===== config.mk =====
export PLATFORM = sky130hd
export DESIGN_NAME = sus_cell
export DESIGN_NICKNAME = d
export VERILOG_FILES = /design/src/hdl/sus_pkg.sv /design/src/hdl/sus_cell.sv
export SDC_FILE = /design/constraint.sdc
export NUM_CORES = 1
export LEC_CHECK = 0
export BUFFER_PORTS_ARGS = -buffer_cell sky130_fd_sc_hd__buf_2
export CELL_PAD_IN_SITES_DETAIL_PLACEMENT = 2
export CELL_PAD_IN_SITES_GLOBAL_PLACEMENT = 2
export CORE_MARGIN = 2
export CORE_UTILIZATION = 26
export CTS_CLUSTER_SIZE = 12
export DETAILED_ROUTE_END_ITERATION = 7
export PLACE_DENSITY_LB_ADDON = 0.08
export RECOVER_POWER = 50
export SYNTH_ARGS = -nofsm -noshare
export SYNTH_HDL_FRONTEND = slang
export SYNTH_SLANG_ARGS = --single-unit

===== constraint.sdc =====
create_clock -name clk_i -period 2.5 [get_ports clk_i]
set_clock_uncertainty 0.2 [all_clocks]
set_input_delay 0.125 -clock clk_i [delete_from_list [all_inputs] [get_ports clk_i]]
set_output_delay 0.125 -clock clk_i [all_outputs]
set_load 0.05 [all_outputs]

===== src/hdl/sus_pkg.sv =====
// Shared types and constants for the sorted unique set unit.
// Used by sus_cell, sorted_unique_set_unit and the testbench; depends on nothing else.
package sus_pkg;

  localparam int unsigned DefaultCapacity = 64;
  localparam int unsigned ValueWidth      = 32;
  localparam int unsigned TotalWidth      = 7;

  // Operation codes carried in the opcode field.
  localparam logic [1:0] OP_INSERT = 2'd0;
  localparam logic [1:0] OP_SEARCH = 2'd1;
  localparam logic [1:0] OP_CLEAR  = 2'd2;

  typedef struct packed {
    logic [1:0]                   opcode;
    logic signed [ValueWidth-1:0] value;
  } cmd_t;

  typedef struct packed {
    logic                  found;
    logic                  dropped;
    logic [TotalWidth-1:0] entry_total;
  } res_t;

  // Per-cycle control broadcast to every cell of the chain.
  typedef struct packed {
    logic cmp_en;  // latch compare flags against the broadcast key
    logic ins_en;  // open a slot at the key's sorted place and shift right
  } cell_ctrl_t;

  typedef enum logic [2:0] {
    ST_IDLE = 3'b001,
    ST_CMP  = 3'b010,
    ST_UPD  = 3'b100
  } state_e;

endpackage


===== src/hdl/sus_cell.sv =====
// One storage cell of the sorted chain: holds a value, compares it with the key.
// Depends on sus_pkg.
module sus_cell (
  input  logic                                  clk_i,
  input  sus_pkg::cell_ctrl_t                   ctrl_i,
  input  logic                                  valid_i,
  input  logic signed [sus_pkg::ValueWidth-1:0] key_i,
  input  logic signed [sus_pkg::ValueWidth-1:0] prev_value_i,
  input  logic                                  prev_lt_i,
  output logic signed [sus_pkg::ValueWidth-1:0] value_o,
  output logic                                  lt_o,
  output logic                                  eq_o
);

  logic signed [sus_pkg::ValueWidth-1:0] value_q, value_d;
  logic                                  lt_q, lt_d;
  logic                                  eq_q, eq_d;

  always_comb begin
    lt_d    = lt_q;
    eq_d    = eq_q;
    value_d = value_q;
    if (ctrl_i.cmp_en) begin
      lt_d = valid_i && (value_q < key_i);
      eq_d = valid_i && (value_q == key_i);
    end
    // Keep a smaller value, take the key at the boundary, else shift in from the left.
    if (ctrl_i.ins_en && !lt_q) begin
      if (prev_lt_i) begin
        value_d = key_i;
      end else begin
        value_d = prev_value_i;
      end
    end
  end

  always_ff @(posedge clk_i) begin
    value_q <= value_d;
    lt_q    <= lt_d;
    eq_q    <= eq_d;
  end

  assign value_o = value_q;
  assign lt_o    = lt_q;
  assign eq_o    = eq_q;

endmodule


After elaboration in Yosys (flattened, before gate mapping) --
Index checks and enable logic that the tools add are counted.
Word-level totals: bits in registers 34, logic and storage cells 10
Operators by class: $lt $le $gt $ge 1, equal/unequal tests 1, muxes and demuxes 1, reduce and logical (&&, ||, !) cells 4
Operators by type and width (count):
- 32-bit equality test | 1
- 32-bit < comparator | 1
- 32-bit two-way mux | 1
- 1-bit logical AND | 3
- 1-bit logical NOT | 1

Logic depth before layout (Yosys ltp) --
depth in word-level cells 2, depth in mapped cells 8, depth with buffers taken out 8

Least setup slack after synthesis --
No wires, ideal clock.
kind register to register, from register lt_q, in the netlist lt_o, to register value_q (netlist bit value_o[0]) (enable), setup time 0.424 ns, arrival time 2.125 ns, required time 1.876 ns, setup slack -0.249 ns, stages on the path, launching flop included 2, path buffers 0, period minus slack after synthesis 2.749 ns, cell sequence edfxtp_1 nor2b_1
On the way: word-level cells in the longest chain between the ends 2
Ends and longest elaborated chain:
- start: declaration | RTL line sus_cell.sv:16 | logic lt_q, lt_d;
- start signal: assignment | RTL line sus_cell.sv:39 | lt_q <= lt_d;
- 1-bit logical NOT | RTL line sus_cell.sv:28 | if (ctrl_i.ins_en && !lt_q) begin
- 1-bit logical AND | RTL line sus_cell.sv:28
- end signal: assignment | RTL line sus_cell.sv:38 | value_q <= value_d;
- end: declaration | RTL line sus_cell.sv:15 | logic signed [sus_pkg::ValueWidth-1:0] value_q, value_d;
Every way passes these cells. A chain may end at the register's enable or synchronous reset.

Worst setup path in the final report --
from register value_q (netlist bit value_o[13]), to register lt_q, in the netlist lt_o, data pin
On the way: word-level cells in the longest chain between the ends 2
Ends and longest elaborated chain:
- 32-bit < comparator | RTL line sus_cell.sv:24 | lt_d = valid_i && (value_q < key_i);
- 1-bit logical AND | RTL line sus_cell.sv:24
Every way passes these cells.

==> flow_summary.yaml <==
pwr:
  finalPower_uw: 1630
  intPower_uw: 1110
  clkPwrFrac_pct: 24.4
  p_per_area_mw_per_mm2: 451
  seq_power_share_pct: 42.8
  comb_power_share_pct: 32.8
  p_leak_uw: 0.00161
  switchingPower_uw: 519
  ir_drop_uv: 180
  switching_share_pct: 31.9
layout:
  stdcell_area_mm2: 0.00360
  layout.nets: 462
  diodes: 0
  final_common_cell: "buf_2"
  final_cells: 466
  mostFrequentLayoutCells: "67 x buf_2, 65 x dlygate4sd3_1, 37 x clkbuf_1"
  post-route-util_pct: 43.4
  area_growth_pct: 59.8
  fillers: 907
  drive_gt1_share_pct: 30.7
synthesis:
  syn_inst: 189
  yosys.area.top_type_share_pct: 45.3
  synth_area_leaders: "edfxtp_1 45%, ha_1 18%, mux2_2 15%, inv_1 5.7%, a21oi_1 3.1%"
  yosys.cell_types.count: 27
  syn_nets: 290
  avgSynthCellArea_um2: 11.9
  ys_seq_elements: 34
  synth_warnings: 0
  synth_top_area_cell: "edfxtp_1"
  netlist_area_mm2: 0.00226
  yosysSeqAreaShare_pct: 45.3
timing:
  setup_viol: 0
  slew_viol_final: 0
  worst_pin_slew_ns: 0.949
  period_share_pct: 85.2
  max_freq_ghz: 0.469
  setup_tns_ns: 0
  max_slew_margin_pct: 36.4
  min_period_ns: 2.13
  final-hold-violation-count: 0
  grt_setup_unrepaired: "false"
placement:
  port_buffers: 102
  gp_congestion: 0.712
  place_inst: 394
  dp_hpwl_um: 5040
  placed_cell_area_mm2: 0.00293
worst_hold_path:
  worstHoldStart: "valid_i"
  min_path_cells: 3
  hp-class: "in2reg"
  holdPathEnd: "eq_o"
floorplan:
  fp.coreArea_mm2: 0.00830
  initial_utilization_pct: 27.2
  die_w_um: 97.2
  die_h_um: 97.2
  rows: 33
  dieArea_mm2: 0.00944
  ios: 103
worst_setup_path:
  cp.arrival_ns: 1.96
  crit_type: "reg2reg"
  crit_fanout: 3
  cp_slowest_stage_delay_ns: 0.41
  cp.required_ns: 2.34
  critPathLaunchType: "flop"
  crit_path_end_kind: "flop"
  r2r-end: "lt_o"
  rr_startpoint: "value_o[13]"
  path_delay_family: "simple AND/OR/NAND/NOR gates"
  r2r_slack_ns: 0.37
  r2r_cells: 6
  cp_cell_sequence: "ha_1 -> nand4_2 -> nor4_2 -> a22oi_1 -> a21oi_2 -> mux2i_1"
  crit_buf_inv: 0
  cp_slowest_cell: "edfxtp_1"
clock_tree:
  cts_setup_buffers: 0
  cts_tree: "built"
  cts_max_level: 2
  cts_buffer_depth: 2
  holdBufCountCts: 65
  numCtsBuffers: 5
  numClockSinks: 34
  clock_latency_ns: 0.28
  clk_pin_slew_worst_paths_ns: 0.07
  root_buffer: "clkbuf_8"
  cts_resized: 0
global_route:
  grt_max_degree: 19
  grt_pass1_vias: 2483
  antenna_found_initial: 0
  grt_pass1_wl_um: 11700
  grtUsageTotal_pct: 15.5
  grt-ovfl-total: 0
job:
  drv_cap: 0
drt:
  dr.pass1.iters: 3
  routed_wl_um: 7080
  vias_per_cell: 4.51
  remaining_drc_errors: 0
  vias: 2103
  wl_per_cell_um: 15.2
  antenna_left: 0
  drt_iter0_markers: 5
run_status:
  outcome: "complete, no violations"
==> layer usage <==
metal  up-vias  track usage [%]  share of wire (%)
met3         6             3.81                5.1
met1      1011             16.2                 39
met5         -                0                  0
met4         0             3.25               0.90
li1       1023                -                  -
met2        63             31.1                 55
==> flip-flops by register name, indices dropped and copies added, names as in the netlist <==
name / cells
eq_o: 1
lt_o: 1
value_o: 32
==> worst min-delay path: cells and delay by family <==
kind                   cells  cell delay (ns)
buffers and inverters      1             0.12
AND/OR/NAND/NOR            2             0.12
==> power by group through the flow <==
stage | Combinational (uW) | Clock (uW) | Sequential (uW)
after floorplan | 171 | 0 | 830
after global placement | 441 | 0 | 707
after detailed placement | 450 | 0 | 709
after CTS | 547 | 419 | 697
after global routing | 587 | 441 | 701
final | 533 | 397 | 697
==> logic make-up after synthesis <==
logic type | share of synthesized area, %
AND/OR/NAND/NOR | 6.21
buffers and inverters | 6.49
multiplexers | 16.4
flip-flops | 45.3
adder cells (fa/ha/maj) | 17.7
AO/OA/AOI/OAI | 7.88
==> synth_stat cells, drive strengths merged <==
cell	number
a2111oi	1
a21o	2
a21oi	16
a22oi	1
buf	3
clkbuf	1
edfxtp	34
ha	32
inv	34
mux2	32
mux2i	1
nand2	8
nand2b	1
nand3	3
nand3b	1
nand4	6
nor2	2
nor2b	1
nor3	1
nor4	2
o21a	2
o21ai	5
==> per-stage QoR <==
stage	setup slack [ns]	hold slack, ns
floorplan	0.233	0.0375
global placement	0.393	0.155
detailed placement	0.359	0.158
CTS	0.344	0.0338
global route	0.176	0.0386
finish	0.370	0.0336
==> layout make-up <==
cell class	instances	area [um2]	share of cell area (%)
clock buffer	7	76.3	2.12
inverter	34	128	3.54
tap	105	131	3.64
multi-input combinational	117	1090	30.3
timing repair buffer	169	1160	32.1
sequential	34	1020	28.3
==> worst max path at each step <==
stage / start / to / slack [ns] / depth (start not counted)
after floorplan: value_o[9] / lt_o / 0.23 / 7
after global placement: value_o[15] / lt_o / 0.39 / 6
after detailed placement: value_o[13] / lt_o / 0.36 / 6
after CTS: value_o[13] / lt_o / 0.34 / 6
after global routing: value_o[11] / lt_o / 0.18 / 6
final: value_o[13] / lt_o / 0.37 / 6
Note: power is estimated with default switching activity, not from simulation.
